## src/hdl/tpmc_pkg.sv

```systemverilog
// shared types, codes and calibration constants for the thruster pair mixer
`timescale 1ns / 1ps
`default_nettype none

package tpmc_pkg;

	localparam int CMD_W      = 2;
	localparam int SPEED_W    = 16;
	localparam int OFFSET_W   = 16;
	localparam int DUTY_W     = 8;
	localparam int MAG_W      = SPEED_W + 1;
	localparam int REG_IDX_W  = 3;
	localparam int IN_TDATA_W  = 24;
	localparam int OUT_TDATA_W = 24;

	localparam int LEVEL_FLOOR = 147;
	localparam int LEVEL_CEIL  = 255;

	// reciprocal scaling for the exact quotient of the in-range remainder
	localparam int RECIP_SHIFT = 33;
	localparam int CD_W    = 14;
	localparam int DIV_W   = 13;
	localparam int RECIP_W = 21;
	localparam int LO_W    = 20;
	localparam int HI_W    = 21;
	localparam int REM_W   = 20;
	localparam int NUM_W   = 30;

	typedef enum logic [CMD_W-1:0] {
		CMD_SURGE = 2'd0,
		CMD_SWAY  = 2'd1,
		CMD_HEAVE = 2'd2,
		CMD_TURN  = 2'd3
	} cmd_t;

	typedef enum logic [1:0] {
		PAIR_SURGE = 2'd0,
		PAIR_SWAY  = 2'd1,
		PAIR_HEAVE = 2'd2
	} pair_t;

	typedef enum logic [REG_IDX_W-1:0] {
		REG_OFFSET_EAST        = 3'd0,
		REG_OFFSET_SOUTH_HEAVE = 3'd1,
		REG_OFFSET_NORTH_SWAY  = 3'd2,
		REG_OFFSET_NORTH_HEAVE = 3'd3,
		REG_OFFSET_SOUTH_SWAY  = 3'd4
	} reg_idx_t;

	// cd: intercept minus 397.65 in hundredths, d: 16 * |slope| in hundredths,
	// recip: ceil(2^33 / d), lo/hi: numerator bounds for levels 147 and 256
	typedef struct packed {
		logic [CD_W-1:0]    cd;
		logic [DIV_W-1:0]   d;
		logic [RECIP_W-1:0] recip;
		logic [LO_W-1:0]    lo;
		logic [HI_W-1:0]    hi;
	} cal_t;

	localparam longint CD_EAST   = 50622 - 39765;
	localparam longint CD_NSWAY  = 53985 - 39765;
	localparam longint CD_SSWAY  = 54739 - 39765;
	localparam longint CD_NHEAVE = 44132 - 39765;
	localparam longint CD_SHEAVE = 44862 - 39765;

	localparam longint D_EAST   = 16 * 265;
	localparam longint D_NSWAY  = 16 * 338;
	localparam longint D_SSWAY  = 16 * 293;
	localparam longint D_NHEAVE = 16 * 303;
	localparam longint D_SHEAVE = 16 * 292;

	localparam longint R_EAST   = ((64'sd1 <<< RECIP_SHIFT) + D_EAST - 1) / D_EAST;
	localparam longint R_NSWAY  = ((64'sd1 <<< RECIP_SHIFT) + D_NSWAY - 1) / D_NSWAY;
	localparam longint R_SSWAY  = ((64'sd1 <<< RECIP_SHIFT) + D_SSWAY - 1) / D_SSWAY;
	localparam longint R_NHEAVE = ((64'sd1 <<< RECIP_SHIFT) + D_NHEAVE - 1) / D_NHEAVE;
	localparam longint R_SHEAVE = ((64'sd1 <<< RECIP_SHIFT) + D_SHEAVE - 1) / D_SHEAVE;

	localparam cal_t CAL_EAST = '{
		cd: CD_W'(CD_EAST), d: DIV_W'(D_EAST), recip: RECIP_W'(R_EAST),
		lo: LO_W'(LEVEL_FLOOR * D_EAST), hi: HI_W'((LEVEL_CEIL + 1) * D_EAST)};
	localparam cal_t CAL_NSWAY = '{
		cd: CD_W'(CD_NSWAY), d: DIV_W'(D_NSWAY), recip: RECIP_W'(R_NSWAY),
		lo: LO_W'(LEVEL_FLOOR * D_NSWAY), hi: HI_W'((LEVEL_CEIL + 1) * D_NSWAY)};
	localparam cal_t CAL_SSWAY = '{
		cd: CD_W'(CD_SSWAY), d: DIV_W'(D_SSWAY), recip: RECIP_W'(R_SSWAY),
		lo: LO_W'(LEVEL_FLOOR * D_SSWAY), hi: HI_W'((LEVEL_CEIL + 1) * D_SSWAY)};
	localparam cal_t CAL_NHEAVE = '{
		cd: CD_W'(CD_NHEAVE), d: DIV_W'(D_NHEAVE), recip: RECIP_W'(R_NHEAVE),
		lo: LO_W'(LEVEL_FLOOR * D_NHEAVE), hi: HI_W'((LEVEL_CEIL + 1) * D_NHEAVE)};
	localparam cal_t CAL_SHEAVE = '{
		cd: CD_W'(CD_SHEAVE), d: DIV_W'(D_SHEAVE), recip: RECIP_W'(R_SHEAVE),
		lo: LO_W'(LEVEL_FLOOR * D_SHEAVE), hi: HI_W'((LEVEL_CEIL + 1) * D_SHEAVE)};

	// clamped level of a calibrated thruster: n = 16*(271*m + cd) - 100*k,
	// level = trunc(n / d), forced to 0 below 147 and 255 above 255
	function automatic logic [DUTY_W-1:0] calib_level(
		input cal_t c,
		input logic [MAG_W-1:0] mag,
		input logic signed [OFFSET_W-1:0] off
	);
		logic [24:0] m271;
		logic [24:0] base;
		logic signed [NUM_W-1:0] k;
		logic signed [NUM_W-1:0] k100;
		logic signed [NUM_W-1:0] b16;
		logic signed [NUM_W-1:0] n;
		logic signed [NUM_W-1:0] lo_s;
		logic signed [NUM_W-1:0] hi_s;
		logic [REM_W-1:0] r;
		logic [REM_W+RECIP_W-1:0] prod;
		logic [DUTY_W-1:0] lvl;
		m271 = (25'(mag) << 8) + (25'(mag) << 4) - 25'(mag);
		base = m271 + 25'(c.cd);
		k    = NUM_W'(off);
		k100 = (k <<< 6) + (k <<< 5) + (k <<< 2);
		b16  = signed'({1'b0, base, 4'b0000});
		n    = b16 - k100;
		lo_s = signed'(NUM_W'(c.lo));
		hi_s = signed'(NUM_W'(c.hi));
		r    = REM_W'(n - lo_s);
		prod = (REM_W+RECIP_W)'(r) * (REM_W+RECIP_W)'(c.recip);
		if (n < lo_s) begin
			lvl = '0;
		end else if (n >= hi_s) begin
			lvl = DUTY_W'(LEVEL_CEIL);
		end else begin
			lvl = DUTY_W'(LEVEL_FLOOR) + DUTY_W'(prod[RECIP_SHIFT+6:RECIP_SHIFT]);
		end
		return lvl;
	endfunction

	// reference thruster: the magnitude itself with the same clamp
	function automatic logic [DUTY_W-1:0] plain_level(input logic [MAG_W-1:0] mag);
		logic [DUTY_W-1:0] lvl;
		if (mag < MAG_W'(LEVEL_FLOOR)) begin
			lvl = '0;
		end else if (mag > MAG_W'(LEVEL_CEIL)) begin
			lvl = DUTY_W'(LEVEL_CEIL);
		end else begin
			lvl = mag[DUTY_W-1:0];
		end
		return lvl;
	endfunction

endpackage

`default_nettype wire

```

## src/hdl/thruster_pair_mixer_calibrated_core.sv

```systemverilog
// top level of the thruster pair mixer: command decode, calibration and output register
//
// usage
//   s_* channel takes one command item: cmd and signed speed packed in s_tdata
//   m_* channel gives one result item per command: pair, inverted duties, directions
//   cfg_we / cfg_index / cfg_data write the five signed Q11.4 calibration offsets;
//   write them only while no item is in flight, indexes above four are ignored
// timing
//   an accepted item lands in the input register, the calibration of both thrusters
//   runs in the one combinational stage behind it, and the result is registered
//   at the next edge: m_tvalid rises one cycle after the accepting edge
//   one item per cycle sustained; the two registers pass items on as long as
//   the output side takes them
// reset
//   arst_n clears both valid flags, all offsets and the surge/sway memory for turn
// stall
//   with m_tready low the result holds; the input register still takes one more
//   item, then s_tready drops until the output frees up
`timescale 1ns / 1ps
`default_nettype none

module thruster_pair_mixer_calibrated_core (
	input  wire logic                              clk,
	input  wire logic                              arst_n,
	// command item: [1:0] cmd, [17:2] speed, [23:18] zero
	input  wire logic [tpmc_pkg::IN_TDATA_W-1:0]   s_tdata,
	input  wire logic                              s_tvalid,
	output logic                                   s_tready,
	// result item: [1:0] pair, [9:2] duty_first, [10] dir_first,
	// [18:11] duty_second, [19] dir_second, [23:20] zero
	output logic [tpmc_pkg::OUT_TDATA_W-1:0]       m_tdata,
	output logic                                   m_tvalid,
	input  wire logic                              m_tready,
	input  wire logic                              cfg_we,
	input  wire logic [tpmc_pkg::REG_IDX_W-1:0]    cfg_index,
	input  wire logic [tpmc_pkg::OFFSET_W-1:0]     cfg_data
);
	import tpmc_pkg::*;

	// calibration offsets
	logic signed [OFFSET_W-1:0] off_east_q;
	logic signed [OFFSET_W-1:0] off_south_heave_q;
	logic signed [OFFSET_W-1:0] off_north_sway_q;
	logic signed [OFFSET_W-1:0] off_north_heave_q;
	logic signed [OFFSET_W-1:0] off_south_sway_q;

	// set by surge, cleared by sway; picks the pair a turn steers
	logic last_surge_q;

	// input register
	logic                      valid_s1;
	cmd_t                      cmd_s1;
	logic signed [SPEED_W-1:0] speed_s1;
	logic                      turn_surge_s1;

	// output register
	logic                      valid_q;
	logic [OUT_TDATA_W-1:0]    data_q;

	logic in_accept;
	logic out_free;
	logic move_s1;

	cmd_t                      in_cmd;
	logic signed [SPEED_W-1:0] in_speed;

	logic [MAG_W-1:0]          mag;
	logic                      pos;
	pair_t                     pair;
	logic                      dir_first;
	logic                      dir_second;
	cal_t                      cal_first;
	cal_t                      cal_second;
	logic signed [OFFSET_W-1:0] off_first;
	logic signed [OFFSET_W-1:0] off_second;
	logic [DUTY_W-1:0]         lvl_first;
	logic [DUTY_W-1:0]         lvl_second;
	logic [DUTY_W-1:0]         duty_first;
	logic [DUTY_W-1:0]         duty_second;

	assign in_cmd   = cmd_t'(s_tdata[CMD_W-1:0]);
	assign in_speed = signed'(s_tdata[CMD_W+SPEED_W-1:CMD_W]);

	// handshakes: the output register frees when empty or being taken
	assign out_free  = !valid_q || m_tready;
	assign move_s1   = valid_s1 && out_free;
	assign s_tready  = !valid_s1 || out_free;
	assign in_accept = s_tvalid && s_tready;

	assign m_tvalid = valid_q;
	assign m_tdata  = data_q;

	// configuration writes
	always_ff @(posedge clk or negedge arst_n) begin
		if (!arst_n) begin
			off_east_q        <= '0;
			off_south_heave_q <= '0;
			off_north_sway_q  <= '0;
			off_north_heave_q <= '0;
			off_south_sway_q  <= '0;
		end else if (cfg_we) begin
			case (cfg_index)
				REG_OFFSET_EAST:        off_east_q        <= signed'(cfg_data);
				REG_OFFSET_SOUTH_HEAVE: off_south_heave_q <= signed'(cfg_data);
				REG_OFFSET_NORTH_SWAY:  off_north_sway_q  <= signed'(cfg_data);
				REG_OFFSET_NORTH_HEAVE: off_north_heave_q <= signed'(cfg_data);
				REG_OFFSET_SOUTH_SWAY:  off_south_sway_q  <= signed'(cfg_data);
				default: begin
				end
			endcase
		end
	end

	// turn memory, updated in item order at accept
	always_ff @(posedge clk or negedge arst_n) begin
		if (!arst_n) begin
			last_surge_q <= 1'b0;
		end else if (in_accept) begin
			if (in_cmd == CMD_SURGE) begin
				last_surge_q <= 1'b1;
			end else if (in_cmd == CMD_SWAY) begin
				last_surge_q <= 1'b0;
			end
		end
	end

	// input register
	always_ff @(posedge clk or negedge arst_n) begin
		if (!arst_n) begin
			valid_s1 <= 1'b0;
		end else if (s_tready) begin
			valid_s1 <= s_tvalid;
		end
	end

	always_ff @(posedge clk) begin
		if (in_accept) begin
			cmd_s1        <= in_cmd;
			speed_s1      <= in_speed;
			turn_surge_s1 <= last_surge_q;
		end
	end

	// pair, direction and calibration selection
	always_comb begin
		pos = (speed_s1 > 0);
		mag = speed_s1[SPEED_W-1] ? (MAG_W'(0) - MAG_W'(speed_s1)) : MAG_W'(speed_s1);
		case (cmd_s1)
			CMD_SURGE: begin
				pair       = PAIR_SURGE;
				dir_first  = pos;
				dir_second = pos;
			end
			CMD_SWAY: begin
				pair       = PAIR_SWAY;
				dir_first  = pos;
				dir_second = pos;
			end
			CMD_HEAVE: begin
				pair       = PAIR_HEAVE;
				dir_first  = pos;
				dir_second = pos;
			end
			CMD_TURN: begin
				// turn spins the pair other than the one the last surge or sway command used
				if (turn_surge_s1) begin
					pair       = PAIR_SWAY;
					dir_first  = !pos;
					dir_second = pos;
				end else begin
					pair       = PAIR_SURGE;
					dir_first  = pos;
					dir_second = !pos;
				end
			end
			default: begin
				pair       = PAIR_SURGE;
				dir_first  = pos;
				dir_second = pos;
			end
		endcase

		case (pair)
			PAIR_SWAY: begin
				cal_first  = CAL_NSWAY;
				off_first  = off_north_sway_q;
				cal_second = CAL_SSWAY;
				off_second = off_south_sway_q;
			end
			PAIR_HEAVE: begin
				cal_first  = CAL_NHEAVE;
				off_first  = off_north_heave_q;
				cal_second = CAL_SHEAVE;
				off_second = off_south_heave_q;
			end
			default: begin
				// surge pair: east calibrated, west is the reference
				cal_first  = CAL_EAST;
				off_first  = off_east_q;
				cal_second = CAL_SSWAY;
				off_second = off_south_sway_q;
			end
		endcase

		lvl_first = calib_level(cal_first, mag, off_first);
		if (pair == PAIR_SURGE) begin
			lvl_second = plain_level(mag);
		end else begin
			lvl_second = calib_level(cal_second, mag, off_second);
		end

		// thruster drive is active low: duty is 255 minus level
		duty_first  = DUTY_W'(LEVEL_CEIL) - lvl_first;
		duty_second = DUTY_W'(LEVEL_CEIL) - lvl_second;
	end

	// output register
	always_ff @(posedge clk or negedge arst_n) begin
		if (!arst_n) begin
			valid_q <= 1'b0;
		end else if (out_free) begin
			valid_q <= valid_s1;
		end
	end

	always_ff @(posedge clk) begin
		if (move_s1) begin
			data_q <= {4'b0000, dir_second, duty_second, dir_first, duty_first, pair};
		end
	end

	// checks

	// an item in the input register with room ahead shows up at the output
	assert property (@(posedge clk) disable iff (!arst_n)
		move_s1 |=> m_tvalid)
		else $error("input register item did not reach the output");

	// surge command arms the turn memory
	assert property (@(posedge clk) disable iff (!arst_n)
		(in_accept && in_cmd == CMD_SURGE) |=> last_surge_q)
		else $error("surge did not set the turn memory");

	// sway command clears the turn memory
	assert property (@(posedge clk) disable iff (!arst_n)
		(in_accept && in_cmd == CMD_SWAY) |=> !last_surge_q)
		else $error("sway did not clear the turn memory");

	// no pair code beyond heave
	assert property (@(posedge clk) disable iff (!arst_n)
		m_tvalid |-> (m_tdata[1:0] != 2'b11))
		else $error("result carries an unused pair code");

	// levels are either off or at least the floor, so duties avoid the gap
	assert property (@(posedge clk) disable iff (!arst_n)
		m_tvalid |-> ((m_tdata[9:2] == 8'd255 || m_tdata[9:2] <= 8'd108)
			&& (m_tdata[18:11] == 8'd255 || m_tdata[18:11] <= 8'd108)))
		else $error("duty inside the dead band");

endmodule

`default_nettype wire

```

## config.mk

```make
export PLATFORM = sky130hd
export DESIGN_NAME = thruster_pair_mixer_calibrated_core
export DESIGN_NICKNAME = d
export VERILOG_FILES = /design/src/hdl/tpmc_pkg.sv /design/src/hdl/thruster_pair_mixer_calibrated_core.sv
export SDC_FILE = /design/constraint.sdc
export NUM_CORES = 2
export LEC_CHECK = 0
export BUFFER_PORTS_ARGS = -buffer_cell sky130_fd_sc_hd__buf_4
export CAP_MARGIN = 40
export CORE_AREA = 2 2 291 293
export CTS_CLUSTER_SIZE = 14
export DETAILED_ROUTE_END_ITERATION = 10
export DIE_AREA = 0 0 293 295
export PLACE_DENSITY = 0.54
export SYNTH_ARGS = -nofsm -noshare
export SYNTH_HDL_FRONTEND = slang
export SYNTH_SLANG_ARGS = --single-unit
```

## constraint.sdc

```tcl
create_clock -name clk -period 19.8 [get_ports clk]
set_clock_uncertainty 0.1 [all_clocks]
set_input_delay 2.97 -clock clk [delete_from_list [all_inputs] [get_ports clk]]
set_output_delay 2.97 -clock clk [all_outputs]
set_load 0.05 [all_outputs]
```

# Yosys cells after proc, flatten, opt, wreduce, memory -nomap -nowiden
# Index checks and enable logic that the tools add are counted.
# totals
regBits	122
latch_bits	0
ram_bits	0
romBits	0
inputBits	48
out_inout_bits	26
wordCells	87
mem_count	0
# op_classes
add_sub_neg	17
multipliers	2
div_mod_pow	0
magnitude_cmp	7
n_eq_ne	10
n_shift	0
n_mux	20
bitwise	0
reduce_logical	19
# op_table
operator	count
case mux 89 bit (2 select lines)	1
two-way mux 89 bit	1
multiplier 20 x 21 -> 40 bit	2
>= comparator 30 x 22 -> 1 bit	2
< comparator 30 x 21 -> 1 bit	2
subtractor 30 x 24 -> 30 bit	2
two-way mux 8 bit	7
adder 25 x 14 -> 25 bit	2
adder 23 x 18 -> 24 bit	2
adder 22 x 21 -> 23 bit	2
subtractor 20 bit	2
case mux 16 bit (2 select lines)	1
adder 25 x 21 -> 25 bit	1
subtractor 25 x 17 -> 25 bit	1
greater-than comparator 17 x 8 -> 1 bit, second input constant	1
< comparator 17 x 8 -> 1 bit, second input constant	1
two-way mux 17 bit	1
subtractor 1 x 16 -> 17 bit, first input constant	1
adder 8 x 7 -> 8 bit, first input constant	2
greater-than comparator 16 x 1 -> 1 bit, second input constant	1
two-way mux 16 bit	1
subtractor 8 bit, first input constant	2
AND reduction 2 bit	6
case mux 2 bit (4 select lines)	1
14 further kinds	30

# Logic depth before layout (Yosys ltp)
# logic_depth
depth_word	14
mapped_depth	59
ltp_nobuf	58

# Worst setup path after synthesis
# No wires, ideal clock.
# synth_timing
path_type	register -> register
from	reg speed_s1[0]
to	reg data_q[7] (netlist: m_tdata[7]) (data pin)
setup_time_ps	266
arrival_ps	13402
required_ps	19434
path_slack_ps	6032
stages_incl_launch_ff	55
n_path_buf	1
synth_period_minus_slack_ps	13768
path_cell_list	edfxtp_1 or3_1 buf_4 o31ai_1 xor2_1 ha_1 ha_1 nand3_1 a2111oi_0 a211oi_1 xor2_1 inv_1 ha_1 a21oi_1 o21ai_0 a21o_1 a21oi_1 xnor2_1 [... 19 more ...] fa_1 fa_1 fa_1 inv_1 fa_1 ha_1 ha_1 a21o_1 a21o_1 a221oi_1 o221ai_1 o41ai_1 xnor2_1 o2111a_1 a211o_1 a22oi_1 xor2_1 o21ai_0
# synth_via
elab_chain_len	12
elab_cells_between_ends	14
classes_between	add/sub: 8; mul: 1; order compare: 2; mux: 3
# synth_rtl
item	line_no	rtl
from (decl)	thruster_pair_mixer_calibrated_core.sv:53	logic signed [SPEED_W-1:0] speed_s1;
from (signal assigned)	thruster_pair_mixer_calibrated_core.sv:139	speed_s1 <= in_speed;
subtractor 1 x 16 -> 17 bit	thruster_pair_mixer_calibrated_core.sv:147	mag = speed_s1[SPEED_W-1] ? (MAG_W'(0) - MAG_W'(speed_s1)) : MAG_W'(speed_s1);
two-way mux 17 bit (*)	thruster_pair_mixer_calibrated_core.sv:147	
adder 25 x 21 -> 25 bit	tpmc_pkg.sv:112	m271 = (25'(mag) << 8) + (25'(mag) << 4) - 25'(mag);
subtractor 25 x 17 -> 25 bit (*)	tpmc_pkg.sv:112	
adder 25 x 14 -> 25 bit (*)	tpmc_pkg.sv:113	base = m271 + 25'(c.cd);
subtractor 30 x 24 -> 30 bit (*)	tpmc_pkg.sv:117	n = b16 - k100;
subtractor 20 bit	tpmc_pkg.sv:120	r = REM_W'(n - lo_s);
multiplier 20 x 21 -> 40 bit	tpmc_pkg.sv:121	prod = (REM_W+RECIP_W)'(r) * (REM_W+RECIP_W)'(c.recip);
adder 8 x 7 -> 8 bit	tpmc_pkg.sv:127	lvl = DUTY_W'(LEVEL_FLOOR) + DUTY_W'(prod[RECIP_SHIFT+6:RECIP_SHIFT]);
two-way mux 8 bit	tpmc_pkg.sv:124	end else if (n >= hi_s) begin
two-way mux 8 bit (*)	tpmc_pkg.sv:122	if (n < lo_s) begin
subtractor 8 bit (*)	thruster_pair_mixer_calibrated_core.sv:213	duty_first = DUTY_W'(LEVEL_CEIL) - lvl_first;
via duty_first[5]	thruster_pair_mixer_calibrated_core.sv:78	logic [DUTY_W-1:0] duty_first;
to (signal assigned)	thruster_pair_mixer_calibrated_core.sv:228	data_q <= {4'b0000, dir_second, duty_second, dir_first, duty_first, pair};
to (decl)	thruster_pair_mixer_calibrated_core.sv:58	logic [OUT_TDATA_W-1:0] data_q;
# The timed path passes the listed nets; every way through them passes the cells marked *.
# A chain may end at the register's enable or synchronous reset.

# Final worst setup path
# Ends and elaborated chain as after synthesis.

==> results.md <==
- CTS Root Cell: clkbuf_16
- Critical Path Sink Type: register
- Yosys cell types: 97
- Final-stage net count: 4,407
- DRT Wirelength: 75,800 um
- Worst reg2reg startpoint: speed_s1[0]
- Mean post-synth cell area: between 9 and 10 um^2
- First-pass GRT wire length: 124,000 um
- CP Launch Type: register
- Ys Warns: 0
- EDFF count, synth: 39
- Reg2reg end: m_tdata[7]
- Final TNS setup: 0 ps
- Core Util, Final: between 40 and 50%
- CP max stage delay: 710 ps
- Sequential area share after synthesis: 10.4%
- Routed length per instance: 17.0 um
- Post-CTS Resized: 0
- Worst-Margin Slew: approximately 860 ps
- Cts hold-fix bufs: 0
- Clk sink count: 122
- Rel. slew slack: 42.1%
- Post-DP HPWL: around 67,000 um
- Initial DRC Count: 1,184
- Pre-CTS setup slack: 3370 ps
- GRT Total Usage: approximately 18%
- Hold Crit Class: register to register
- Flop2flop setup slack: 3490 ps
- Num CTS Buffers: 17
- RSZ-0062 raised after global routing: no
- Worst EP arrival: 16,390 ps
- Tmin final: ~16,000 ps
- CP max FO: 12
- CP Buf/Inv Count: 4
- Setup ws final: 3490 ps
- FFs w/ async S/R, synth: 68.0%
- Clock transition at path regs: approximately 60 ps
- I/O Pins: 74
- DRC: 0
- Final ANT Viol Nets: 0
- FMAX: 0.0613 GHz
- Via Count: 22,100
- Most used DFF post-synth: dfrtp_1
- Clock latency on the worst-skew pair: 450 ps
- GPL Wtd Cong: between 0.8 and 0.9
- Hold Path Depth: 0
- Cell family contributing the most delay on the critical path: adder cells
- IO buf count: 63
- Final Max Slew Viols: 0
- Final hold vios: 0
- Global route overflow: 0
- Hold_sp: last_surge_q
- WL met3: 3160 um
- CTS H-tree depth: 4
- Via/cell ratio: between 4 and 5
- Period Utilization, post-route: 82.4%
- Syn Std Cell Area: 0.0314 mm^2
- Status: finished clean
- CP max stage cell: edfxtp_1
- Largest buffer count on any clock path: 2
- Synth top area share: a little under a third
- Crit path kind: register to register
- Max-cap viol count: 0
- Met2 routed WL: 33,100 um
- Synth area leader: fa_1
- Die outline height: just under 300 um
- Post-Place Cells: 4,440
- Final setup violation count: 0
- Syn-to-layout area delta: 7.54%
- # Post-CTS Setup Buffers: 0
- Fin cells: 4,473
- R2R cell count: 51
- Most frequent cells after synthesis: inv_1 (773), ha_1 (509), fa_1 (471)
- Initial antenna violation count: 8
- Die X-Extent: 293 um
- Layout cell share with drive strength beyond 1: 7.61%
- First-pass DRT Iterations: 5
- M1 wire length: 38,600 um
- Largest net degree at the start of global routing: 56
- Seq cells post-synth: 122
- Synth top area cells: fa_1 (30%), ha_1 (20%), inv_1 (9.2%), dfrtp_1 (6.6%), edfxtp_1 (3.7%)
- Max layer used: met5
- CTS tree: yes
- Mapped Cells: ~3,300
- Hold Path Sink: turn_surge_s1
- Most common cell in the synthesized netlist: inv_1
- CP Data Required Time: about 20,000 ps
- Die area: just under 0.09 mm^2
- Cell row count: 106
- Core area: 0.0832 mm^2
- Starting density of the core: 37.7%
- Vias in the first global route: 22,900
==> registers in the layout, indices dropped and copies added, names as in the netlist, 2 cells and up <==
signal             flops
m_tdata               20
off_east_q            16
off_north_heave_q     16
off_north_sway_q      16
off_south_heave_q     16
off_south_sway_q      16
speed_s1              16
cmd_s1                 2
==> cell type report <==
type,instances,area [um^2]
clock buffers,17,425
flip-flops and latches,122,3250
repair buffers,86,686
clock inverters,15,126
multi-input cells,2378,25000
fillers,8336,49400
well taps,1080,1350
inverters,774,2910
diodes,1,2.50
==> per-layer routing <==
metal | track usage (%) | up-vias
met5 | 0 | -
met4 | 2.68 | 16
met3 | 3.03 | 61
met2 | 28.4 | 324
met1 | 27.2 | 10800
li1 | - | 10900
==> cells by family (layout without fill, tap and decap cells) <==
logic type | after synthesis | count (layout) | share of synthesized area [%]
AO/OA/AOI/OAI | 504 | 504 | 10.9
XOR/XNOR | 182 | 182 | 5.18
adder cells (fa/ha/maj) | 980 | 980 | 50.4
buffers and inverters | 841 | 892 | 10.2
flip-flops | 122 | 122 | 10.4
multiplexers | 99 | 99 | 3.59
other | 2 | 13 | 0.0239
AND/OR/NAND/NOR | 601 | 601 | 9.46
==> layout by cell type (no fill, tap or decap), drive strengths merged, types with 17 or more instances in the layout <==
cell type	synthesis	routed
nand2	173	173
nand4	24	24
a22oi	19	19
clkbuf	57	17
nor3	33	33
edfxtp	39	39
a211oi	17	17
and2	29	29
nor2	160	160
nand3	39	39
inv	773	775
a21o	46	46
mux2	95	95
o21ai	99	99
a31oi	17	17
fa	471	471
a21oi	142	142
o21a	21	21
xor2	81	81
xnor2	101	101
ha	509	509
nor2b	28	28
nand2b	26	26
o211ai	18	18
dfrtp	83	83
buf	10	86
==> stage by stage <==
step           cell area [um^2]  hold slack (ps)
2_1_floorplan             31400              319
3_3_place_gp              33100              333
3_5_place_dp              33200              336
4_1_cts                   33700              349
5_1_grt                   33700              367
6_report                  33700              345
==> how the worst max path moves through the flow <==
stage / to / slack [ps] / startpoint / cells past startpoint
3_5_place_dp: m_tdata[7] / 3370 / speed_s1[0] / 51
4_1_cts: m_tdata[7] / 3350 / speed_s1[0] / 53
2_1_floorplan: m_tdata[7] / 6030 / speed_s1[0] / 54
5_1_grt: m_tdata[7] / 1940 / speed_s1[0] / 53
6_report: m_tdata[7] / 3490 / speed_s1[0] / 51
3_3_place_gp: m_tdata[7] / 3390 / speed_s1[0] / 51
Power is not shown: default switching activity piles up to over one toggle a cycle in this logic, so the estimate is an artifact.
